## src/rtl/core/sha1bsh_pkg.sv

```systemverilog
package sha1bsh_pkg;

    // Initial chaining values.
    localparam logic [31:0] H0_INIT = 32'h67452301;
    localparam logic [31:0] H1_INIT = 32'hEFCDAB89;
    localparam logic [31:0] H2_INIT = 32'h98BADCFE;
    localparam logic [31:0] H3_INIT = 32'h10325476;
    localparam logic [31:0] H4_INIT = 32'hC3D2E1F0;

    // Round constants, one per group of twenty rounds.
    localparam logic [31:0] K_GROUP0 = 32'h5A827999;
    localparam logic [31:0] K_GROUP1 = 32'h6ED9EBA1;
    localparam logic [31:0] K_GROUP2 = 32'h8F1BBCDC;
    localparam logic [31:0] K_GROUP3 = 32'hCA62C1D6;

    // Padding bytes and block geometry.
    localparam logic [7:0] PAD_MARK   = 8'h80;
    localparam logic [7:0] PAD_ZERO   = 8'h00;
    localparam logic [5:0] FILL_LAST  = 6'd63;
    localparam logic [5:0] LEN_OFFSET = 6'd56;
    localparam logic [6:0] ROUND_LAST = 7'd79;
    localparam logic [2:0] WORD_LAST  = 3'd4;

    typedef enum logic [2:0] {
        ST_IDLE,
        ST_ROUND,
        ST_FOLD,
        ST_PAD,
        ST_OUT
    } state_t;

    typedef enum logic [1:0] {
        SEL_INPUT,
        SEL_PAD_MARK,
        SEL_ZERO,
        SEL_LENGTH
    } byte_sel_t;

    typedef enum logic [1:0] {
        PH_CHOOSE,
        PH_PARITY1,
        PH_MAJORITY,
        PH_PARITY2
    } round_phase_t;

    // Commands from the controller to the datapath.
    typedef struct packed {
        logic         byte_we;
        byte_sel_t    byte_sel;
        logic         count_inc;
        logic         round_step;
        round_phase_t round_phase;
        logic         fold;
        logic         reinit;
        logic [2:0]   out_idx;
    } dp_cmd_t;

    // Status from the datapath to the controller.
    typedef struct packed {
        logic fill_last;
        logic fill_at_len;
    } dp_status_t;

    // Round constant for a phase.
    function automatic logic [31:0] round_const(input round_phase_t ph);
        logic [31:0] k;
        unique case (ph)
            PH_CHOOSE:   k = K_GROUP0;
            PH_PARITY1:  k = K_GROUP1;
            PH_MAJORITY: k = K_GROUP2;
            default:     k = K_GROUP3;
        endcase
        return k;
    endfunction

endpackage

```

## src/rtl/core/sha1bsh_dp.sv

```systemverilog
module sha1bsh_dp
    import sha1bsh_pkg::*;
(
    input  logic        aclk,
    input  logic        aresetn,
    input  dp_cmd_t     cmd,
    input  logic [7:0]  data_byte,
    output dp_status_t  status,
    output logic [31:0] digest_word
);

    logic [31:0] chain_reg [5];
    logic [31:0] chain_next [5];
    logic [31:0] w_reg [16];
    logic [31:0] a_reg, b_reg, c_reg, d_reg, e_reg;
    logic [5:0]  fill_reg;
    logic [63:0] count_reg;

    logic [7:0]  wr_byte;
    logic [63:0] bit_len;
    logic [31:0] f_val;
    logic [31:0] t_val;
    logic [31:0] w_mix;
    logic [31:0] w_new;

    assign status.fill_last   = (fill_reg == FILL_LAST);
    assign status.fill_at_len = (fill_reg == LEN_OFFSET);

    // Bit length of the message, modulo 2^64.
    assign bit_len = {count_reg[60:0], 3'b000};

    // Byte source for the block buffer.
    always_comb begin
        case (cmd.byte_sel)
            SEL_INPUT:    wr_byte = data_byte;
            SEL_PAD_MARK: wr_byte = PAD_MARK;
            SEL_ZERO:     wr_byte = PAD_ZERO;
            default:      wr_byte = bit_len[8 * (7 - fill_reg[2:0]) +: 8];
        endcase
    end

    // Round function for the current group of rounds.
    always_comb begin
        case (cmd.round_phase)
            PH_CHOOSE:   f_val = (b_reg & c_reg) | (~b_reg & d_reg);
            PH_MAJORITY: f_val = (b_reg & c_reg) | (b_reg & d_reg) | (c_reg & d_reg);
            default:     f_val = b_reg ^ c_reg ^ d_reg;
        endcase
    end

    assign t_val = {a_reg[26:0], a_reg[31:27]} + f_val + e_reg
                 + round_const(cmd.round_phase) + w_reg[0];

    // Next schedule word from the sliding sixteen-word window.
    assign w_mix = w_reg[13] ^ w_reg[8] ^ w_reg[2] ^ w_reg[0];
    assign w_new = {w_mix[30:0], w_mix[31]};

    // Chaining words after adding the working variables.
    always_comb begin
        chain_next[0] = chain_reg[0] + a_reg;
        chain_next[1] = chain_reg[1] + b_reg;
        chain_next[2] = chain_reg[2] + c_reg;
        chain_next[3] = chain_reg[3] + d_reg;
        chain_next[4] = chain_reg[4] + e_reg;
    end

    // Chaining words, working variables, fill index and byte count.
    always_ff @(posedge aclk) begin
        if (!aresetn || cmd.reinit) begin
            chain_reg[0] <= H0_INIT;
            chain_reg[1] <= H1_INIT;
            chain_reg[2] <= H2_INIT;
            chain_reg[3] <= H3_INIT;
            chain_reg[4] <= H4_INIT;
            a_reg        <= H0_INIT;
            b_reg        <= H1_INIT;
            c_reg        <= H2_INIT;
            d_reg        <= H3_INIT;
            e_reg        <= H4_INIT;
            fill_reg     <= '0;
            count_reg    <= '0;
        end else begin
            if (cmd.byte_we) begin
                fill_reg <= fill_reg + 6'd1;
            end
            if (cmd.count_inc) begin
                count_reg <= count_reg + 64'd1;
            end
            if (cmd.round_step) begin
                a_reg <= t_val;
                b_reg <= a_reg;
                c_reg <= {b_reg[1:0], b_reg[31:2]};
                d_reg <= c_reg;
                e_reg <= d_reg;
            end else if (cmd.fold) begin
                for (int i = 0; i < 5; i++) begin
                    chain_reg[i] <= chain_next[i];
                end
                a_reg <= chain_next[0];
                b_reg <= chain_next[1];
                c_reg <= chain_next[2];
                d_reg <= chain_next[3];
                e_reg <= chain_next[4];
            end
        end
    end

    // Block buffer held as sixteen big-endian words; it shifts during rounds.
    always_ff @(posedge aclk) begin
        if (cmd.round_step) begin
            for (int i = 0; i < 15; i++) begin
                w_reg[i] <= w_reg[i + 1];
            end
            w_reg[15] <= w_new;
        end else if (cmd.byte_we) begin
            case (fill_reg[1:0])
                2'd0:    w_reg[fill_reg[5:2]][31:24] <= wr_byte;
                2'd1:    w_reg[fill_reg[5:2]][23:16] <= wr_byte;
                2'd2:    w_reg[fill_reg[5:2]][15:8]  <= wr_byte;
                default: w_reg[fill_reg[5:2]][7:0]   <= wr_byte;
            endcase
        end
    end

    // Digest word selection.
    always_comb begin
        case (cmd.out_idx)
            3'd0:    digest_word = chain_reg[0];
            3'd1:    digest_word = chain_reg[1];
            3'd2:    digest_word = chain_reg[2];
            3'd3:    digest_word = chain_reg[3];
            default: digest_word = chain_reg[4];
        endcase
    end

endmodule

```

## src/rtl/core/sha1bsh_ctrl.sv

```systemverilog
module sha1bsh_ctrl
    import sha1bsh_pkg::*;
(
    input  logic       aclk,
    input  logic       aresetn,
    input  logic       s_valid,
    output logic       s_ready,
    input  logic       byte_valid,
    input  logic       end_of_message,
    output logic       m_valid,
    input  logic       m_ready,
    output logic [2:0] word_number,
    output logic       final_word,
    input  dp_status_t status,
    output dp_cmd_t    cmd
);

    state_t     state_reg, state_next;
    logic [6:0] round_cnt_reg, round_cnt_next;
    logic [2:0] out_cnt_reg, out_cnt_next;
    logic       finish_reg, finish_next;
    logic       first_reg, first_next;
    logic       len_reg, len_next;
    logic       done_reg, done_next;
    logic       is_len;

    // State and control registers.
    always_ff @(posedge aclk) begin
        if (!aresetn) begin
            state_reg     <= ST_IDLE;
            round_cnt_reg <= '0;
            out_cnt_reg   <= '0;
            finish_reg    <= 1'b0;
            first_reg     <= 1'b0;
            len_reg       <= 1'b0;
            done_reg      <= 1'b0;
        end else begin
            state_reg     <= state_next;
            round_cnt_reg <= round_cnt_next;
            out_cnt_reg   <= out_cnt_next;
            finish_reg    <= finish_next;
            first_reg     <= first_next;
            len_reg       <= len_next;
            done_reg      <= done_next;
        end
    end

    assign word_number = out_cnt_reg;
    assign final_word  = (out_cnt_reg == WORD_LAST);

    // In the padding phase, the length field starts at offset 56 after the marker byte.
    assign is_len = !first_reg && (len_reg || status.fill_at_len);

    // Next state and datapath commands.
    always_comb begin
        state_next      = state_reg;
        round_cnt_next  = round_cnt_reg;
        out_cnt_next    = out_cnt_reg;
        finish_next     = finish_reg;
        first_next      = first_reg;
        len_next        = len_reg;
        done_next       = done_reg;
        s_ready         = 1'b0;
        m_valid         = 1'b0;
        cmd.byte_we     = 1'b0;
        cmd.byte_sel    = SEL_INPUT;
        cmd.count_inc   = 1'b0;
        cmd.round_step  = 1'b0;
        cmd.round_phase = PH_CHOOSE;
        cmd.fold        = 1'b0;
        cmd.reinit      = 1'b0;
        cmd.out_idx     = out_cnt_reg;

        if (round_cnt_reg >= 7'd60) begin
            cmd.round_phase = PH_PARITY2;
        end else if (round_cnt_reg >= 7'd40) begin
            cmd.round_phase = PH_MAJORITY;
        end else if (round_cnt_reg >= 7'd20) begin
            cmd.round_phase = PH_PARITY1;
        end

        unique case (state_reg)
            ST_IDLE: begin
                s_ready = 1'b1;
                if (s_valid) begin
                    cmd.byte_we   = byte_valid;
                    cmd.count_inc = byte_valid;
                    finish_next   = end_of_message;
                    first_next    = end_of_message;
                    len_next      = 1'b0;
                    done_next     = 1'b0;
                    if (byte_valid && status.fill_last) begin
                        round_cnt_next = '0;
                        state_next     = ST_ROUND;
                    end else if (end_of_message) begin
                        state_next = ST_PAD;
                    end
                end
            end
            ST_ROUND: begin
                cmd.round_step = 1'b1;
                round_cnt_next = round_cnt_reg + 7'd1;
                if (round_cnt_reg == ROUND_LAST) begin
                    state_next = ST_FOLD;
                end
            end
            ST_FOLD: begin
                cmd.fold = 1'b1;
                if (done_reg) begin
                    out_cnt_next = '0;
                    state_next   = ST_OUT;
                end else if (finish_reg) begin
                    state_next = ST_PAD;
                end else begin
                    state_next = ST_IDLE;
                end
            end
            ST_PAD: begin
                cmd.byte_we = 1'b1;
                if (first_reg) begin
                    cmd.byte_sel = SEL_PAD_MARK;
                end else if (is_len) begin
                    cmd.byte_sel = SEL_LENGTH;
                end else begin
                    cmd.byte_sel = SEL_ZERO;
                end
                first_next = 1'b0;
                len_next   = is_len;
                if (status.fill_last) begin
                    done_next      = is_len;
                    round_cnt_next = '0;
                    state_next     = ST_ROUND;
                end
            end
            ST_OUT: begin
                m_valid = 1'b1;
                if (m_ready) begin
                    if (out_cnt_reg == WORD_LAST) begin
                        cmd.reinit   = 1'b1;
                        out_cnt_next = '0;
                        finish_next  = 1'b0;
                        first_next   = 1'b0;
                        len_next     = 1'b0;
                        done_next    = 1'b0;
                        state_next   = ST_IDLE;
                    end else begin
                        out_cnt_next = out_cnt_reg + 3'd1;
                    end
                end
            end
            default: begin
                state_next = ST_IDLE;
            end
        endcase
    end

endmodule

```

## src/rtl/core/sha1_byte_stream_hasher.sv

```systemverilog
// SHA-1 hasher fed one message byte per input word.
// Input channel (s_): a word carries s_data_byte, used when s_byte_valid is set,
// and s_end_of_message, which closes the message. A word with the end mark and
// no valid byte finishes the message with the bytes already fed.
// Output channel (m_): five digest words per message, h0 first, each with its
// index in m_word_number; m_final_word marks the fifth.
// Input: bytes are taken back to back until one completes a 64-byte block;
// that byte is followed by the 80 rounds of the single round unit and the
// addition into the chaining words, during which no input is taken.
// Finishing: padding is written one byte per cycle (9 to 72 bytes), with one
// or two block compressions; the first digest word is valid once the last
// compression has been added into the chaining words.
// The next message is taken once the fifth digest word has been accepted;
// while m_ready is low the current digest word holds and no input is taken.
// Reset loads the initial chaining words and clears the fill index and length.
module sha1_byte_stream_hasher
    import sha1bsh_pkg::*;
(
    input  logic        aclk,
    input  logic        aresetn,
    input  logic        s_valid,
    output logic        s_ready,
    input  logic [7:0]  s_data_byte,
    input  logic        s_byte_valid,
    input  logic        s_end_of_message,
    output logic        m_valid,
    input  logic        m_ready,
    output logic [31:0] m_digest_word,
    output logic [2:0]  m_word_number,
    output logic        m_final_word
);

    dp_cmd_t    cmd;
    dp_status_t status;

    // Sequencer for loading, rounds, padding and digest output.
    sha1bsh_ctrl u_ctrl (
        .aclk           (aclk),
        .aresetn        (aresetn),
        .s_valid        (s_valid),
        .s_ready        (s_ready),
        .byte_valid     (s_byte_valid),
        .end_of_message (s_end_of_message),
        .m_valid        (m_valid),
        .m_ready        (m_ready),
        .word_number    (m_word_number),
        .final_word     (m_final_word),
        .status         (status),
        .cmd            (cmd)
    );

    // Block buffer, schedule, round unit and chaining words.
    sha1bsh_dp u_dp (
        .aclk        (aclk),
        .aresetn     (aresetn),
        .cmd         (cmd),
        .data_byte   (s_data_byte),
        .status      (status),
        .digest_word (m_digest_word)
    );

endmodule
```

## config.mk

```make
export PLATFORM = sky130hd
export DESIGN_NAME = sha1_byte_stream_hasher
export DESIGN_NICKNAME = d
export VERILOG_FILES = /design/src/rtl/core/sha1bsh_pkg.sv /design/src/rtl/core/sha1bsh_dp.sv /design/src/rtl/core/sha1bsh_ctrl.sv /design/src/rtl/core/sha1_byte_stream_hasher.sv
export SDC_FILE = /design/constraint.sdc
export NUM_CORES = 2
export LEC_CHECK = 0
export ABC_AREA = 1
export ABC_CLOCK_PERIOD_IN_PS = 6900
export BUFFER_PORTS_ARGS = -buffer_cell sky130_fd_sc_hd__buf_4
export CAP_MARGIN = 20
export CORE_MARGIN = 5
export CORE_UTILIZATION = 27
export CTS_BUF_LIST = sky130_fd_sc_hd__clkbuf_4 sky130_fd_sc_hd__clkbuf_8
export CTS_CLUSTER_DIAMETER = 40
export DETAILED_ROUTE_END_ITERATION = 12
export PLACE_DENSITY = 0.49
export SLEW_MARGIN = 20
export SYNTH_ARGS = -nofsm -noshare
export SYNTH_HDL_FRONTEND = slang
export SYNTH_HIERARCHICAL = 1
export SYNTH_SLANG_ARGS = --single-unit
```

## constraint.sdc

```tcl
create_clock -name aclk -period 6.9 [get_ports aclk]
set_input_delay 1.035 -clock aclk [delete_from_list [all_inputs] [get_ports aclk]]
set_output_delay 1.035 -clock aclk [all_outputs]
set_load 0.01 [all_outputs]
```

# After elaboration in Yosys (flattened, before gate mapping)
# Memories as Yosys holds them, arrays and structs flattened.
# Index checks and enable logic that the tools add are counted.
# totals
regBits,247
latchBits,0
ramBits,672
romBits,0
in_bits,14
elab_cells,190
n_memories,2
# mem_list
memory,depth,word_bits,rd,rd_ports_with_merged_regs,write_ports,line_no,text
u_dp.w_reg,16,32,16,0,16,sha1bsh_dp.sv:14,logic [31:0] w_reg [16];
u_dp.chain_reg,5,32,5,0,5,sha1bsh_dp.sv:12,logic [31:0] chain_reg [5];
# classes
add_sub_neg,14
multipliers,0
div_mod_pow,0
magnitude_cmp,3
n_eq_ne,25
shift,1
muxes,89
bitwise_logic,18
reduce_logical,24
# ops
cell,n
32-bit 2-to-1 mux,16
32-bit adder,9
32-bit XOR,5
32-bit AND,4
32-bit one-hot mux with 4 select lines,1
32-bit bitwise OR,3
32-bit one-hot mux with 3 select lines,1
64-bit by 1-bit adder with 64-bit output (second input constant),1
32-bit one-hot mux with 2 select lines,1
64-bit by 33-bit indexed part select with 8-bit output,1
1-bit 2-to-1 mux,40
3-bit 2-to-1 mux,11
32-bit NOT,1
32-bit OR reduction,1
8-bit one-hot mux with 3 select lines,1
7-bit 2-to-1 mux,3
7-bit one-hot mux with 3 select lines,1
3-bit one-hot mux with 5 select lines,1
7-bit by 6-bit >= comparator with 1-bit output (second input constant),2
3-bit by 2-bit equality test with 1-bit output (second input constant),4
6-bit equality test (second input constant),2
4-bit AND reduction,3
2-bit 2-to-1 mux,5
1-bit one-hot mux with 3 select lines,3
28 further kinds,54

# Depth between registers and ports, before layout
# logic_depth
depth_word,11
depth_mapped,32
ltp_nobuf,31

# By module
# The synthesis kept the hierarchy.
# modules_own_cells
module,n_inst,cells_each,area_each_um2,seq_area_each_um2
sha1bsh_dp,1,6728,55418.2,24723.7
sha1bsh_ctrl,1,164,1081.0,340.3

# Worst setup path before layout
# No wires, ideal clock.
# synth_path
path_type,input to register
from,input m_ready
to,memory u_dp.chain_reg[0][0] (enable)
arrival_time_ns,4.483
setup_slack_ns,1.097
path_stages,6
path_cell_list,nand2_2 > nor2_1 > nor2_1 > clkbuf_1 > clkbuf_1 > nand2_1
# synth_rtl
item,line_no,text
from (decl),sha1_byte_stream_hasher.sv:27,"input logic m_ready,"
to (decl),sha1bsh_dp.sv:12,

==> flow_summary.yaml <==
cts:
  cts_buffers: 189
  cts_resized: 0
  cts.reportedPaths.clkPinSlew_ps: 60
  cts_root_buffer: "clkbuf_8"
  cts_sinks: 916
  clock_latency_ps: 960
  post_cts_buffers: 0
  cts_max_level: 4
  cts_tree: "built"
  clk_path_buf_depth: 3
  postCtsHoldBufs: 0
power:
  ir_drop_uv: 458
  power.share.clock_pct: 16.2
  netSwitchingPower_mw: 20.1
  leakage_nw: 25.8
  swShare_pct: 50.8
  combinationalPowerShare_pct: 58.1
  p_per_area_nw_per_um2: 618
  p_int_mw: 19.4
  power_mw: 39.5
  seqPwrFrac_pct: 25.7
placed_design:
  placed_area_sq_um: 59700
  pre_cts_ws_ps: 775
  dp_cells: 9543
  numPortBuffers: 51
  place.gp.congestion: 1.04
  hpwlAfterDp_mm: 171
worst_setup_path:
  ff2ff_path_depth: 25
  critical_path_arrival_ps: 7050
  regToRegSetupSlack_ps: 680
  critPathCaptureType: "register"
  path_class: "reg -> reg"
  startpoint_type: "register"
  worstPathMaxFanout: 21
  r2r_end: "u_dp/a_reg[26]"
  r2r-start: "u_ctrl/round_cnt_reg[3]"
  cp.required_ps: 7730
  crit_start: "u_ctrl/round_cnt_reg[3]"
die:
  io_pins: 52
  start_util_pct: 27.0
  die_h_microns: 467
  die_w_microns: 467
  core_sq_um: 209000
  fp-row-count: 168
  dieArea_sq_um: 219000
hold_path:
  hold_path_end: "u_ctrl/done_reg"
  min_from: "aresetn"
  hp-class: "in -> reg"
  hold_depth: 3
sta:
  fmax_mhz: 161
  tightestPinTransition_ps: 1110
  finalHoldViolations: 0
  finalCritPeriodShare_pct: 90.1
  drv_slew: 0
  clock_skew_ps: 54.0
  grt_setup_unrepaired: "no"
  relSlewSlack_pct: 26.0
  min_period_ps: 6220
  setup_viol: 0
  tns_ps: 0
  setup_ws_ps: 684
  hold_ws_ps: 371
cells_and_area:
  syn_to_final_growth_pct: 13.2
  final_cell_area_sq_um: 63900
  layout_common_cells: "nand2_1, inv_1, edfxtp_1, nor2_1, o21ai_0"
  final_cells: 9889
  final_util_pct: 30.6
  drive_gt1_share_pct: 7.64
  nets: 7273
  largest_reg_flops: 512
  layout_commonest_cell: "nand2_1"
route:
  first_iter_violations: 4768
  drc: 0
  drt_pass1_iterations: 8
  avgRoutedWirePerCell_microns: 22.9
  via_count: 49700
  vias_per_cell: 5.03
  postRouteAntennaNets: 0
  drt_wl_total_mm: 226
synth:
  seq_area_frac_synth_pct: 44.4
  synthAdderAreaFrac_pct: 8.97
  synthArstFlopShare_pct: 0
  synthMuxAreaShare_pct: 0
  syn_nets: 7236
  synth_top_cell_by_area: "edfxtp_1"
  ys.flop_type: "edfxtp_1"
  synth_seq_cells: 916
  avgSynthCellArea_sq_um: 8.20
  syn-instance-count: 6892
  synth_enable_flop_cells: 672
  synth_compound_area_share_pct: 15.0
  synth_top_cell_area_share_pct: 35.7
  synth_top_cells_by_area: "edfxtp_1, nand2_1, dfxtp_1, inv_1, o21ai_0"
  synth_cell_types: 65
  synth_area_sq_um: 56500
  yosys.area_share.simple_pct: 21.1
  synth_xor_area_share_pct: 2.71
  ys.warnings.count: 6
  synth_top_family_by_area: "simple AND/OR/NAND/NOR gates"
global_routing:
  antenna_found_initial: 9
  gr-total-overflow: 0
  grt_pass1_vias: 48200
  track_usage_pct: 20.2
  grt_max_degree: 88
  grt_pass1_wl_mm: 329
job:
  drv_cap: 0
status:
  outcome: "finished clean"
layout make-up:
type                    count  area (sq um)
repair buffers            107           828
well taps                2805          3510
inverters                 868          3270
clock inverters            94          1130
diodes                      7          17.5
clock buffers             245          3090
fillers                 22400        145000
multi-input cells        4847         27000
flip-flops and latches    916         25100
critical path, stage by stage (launching register included):
cell	delay, ps
dfxtp_1	370
inv_1	110
a31oi_1	350
o21ai_0	230
inv_1	120
ha_1	520
inv_1	380
buf_12	270
o22ai_1	160
nor2_1	80
fa_1	500
inv_1	70
fa_1	610
inv_1	90
fa_1	520
inv_1	50
ha_1	410
a21oi_1	260
o21ai_0	200
a21o_1	210
a21oi_1	200
nand2_1	90
nand2_1	70
nand3_1	70
nand3_1	110
nand2_1	50
how the worst max path moves through the flow:
stage                                      end  slack (ps)
after CTS                       u_dp/a_reg[26]         720
after detailed placement        u_dp/a_reg[26]         780
after global routing            u_dp/a_reg[26]         230
after global placement          u_dp/a_reg[26]         780
final                           u_dp/a_reg[26]         680
after floorplan           u_dp/chain_reg[0][0]        1100
metal layers:
metal	track usage [%]	wire length (microns)	up-vias
li1	-	-	23400
met1	27.0	98500	24100
met2	32.2	102000	1839
met3	3.99	16700	393
met4	7.66	9250	2
met5	0	13	-
power by group through the flow:
stage / Sequential [mW] / Clock, mW / Combinational [mW]
global route: 10.2 / 6.84 / 25.5
global placement: 10.2 / 0 / 22.6
detailed placement: 10.2 / 0 / 22.5
finish: 10.1 / 6.41 / 23.0
CTS: 10.1 / 6.58 / 22.7
floorplan: 9.22 / 0 / 15.4
cell usage after synthesis (87+ instances only):
| master | number |
|---|---|
| dfxtp_1 | 244 |
| nor2_1 | 620 |
| nand4_1 | 97 |
| o21ai_0 | 568 |
| nand3_1 | 312 |
| inv_1 | 849 |
| clkbuf_1 | 129 |
| a21oi_1 | 397 |
| edfxtp_1 | 672 |
| fa_1 | 125 |
| buf_2 | 87 |
| xnor2_1 | 116 |
| ha_1 | 205 |
| o21ai_1 | 156 |
| nand2_1 | 1618 |
cell families (layout without fill, tap and decap cells):
family                     Yosys count  in the layout
AOI/OAI and AO/OA                 1497           1497
DFF                                916            916
xor gates and xnor gates           175            175
and+or+nand+nor                   2845           2845
buffers and inverters             1129           1314
adders and majority gates          330            330
other                                0              7
Note: power is estimated with default switching activity, not from simulation.
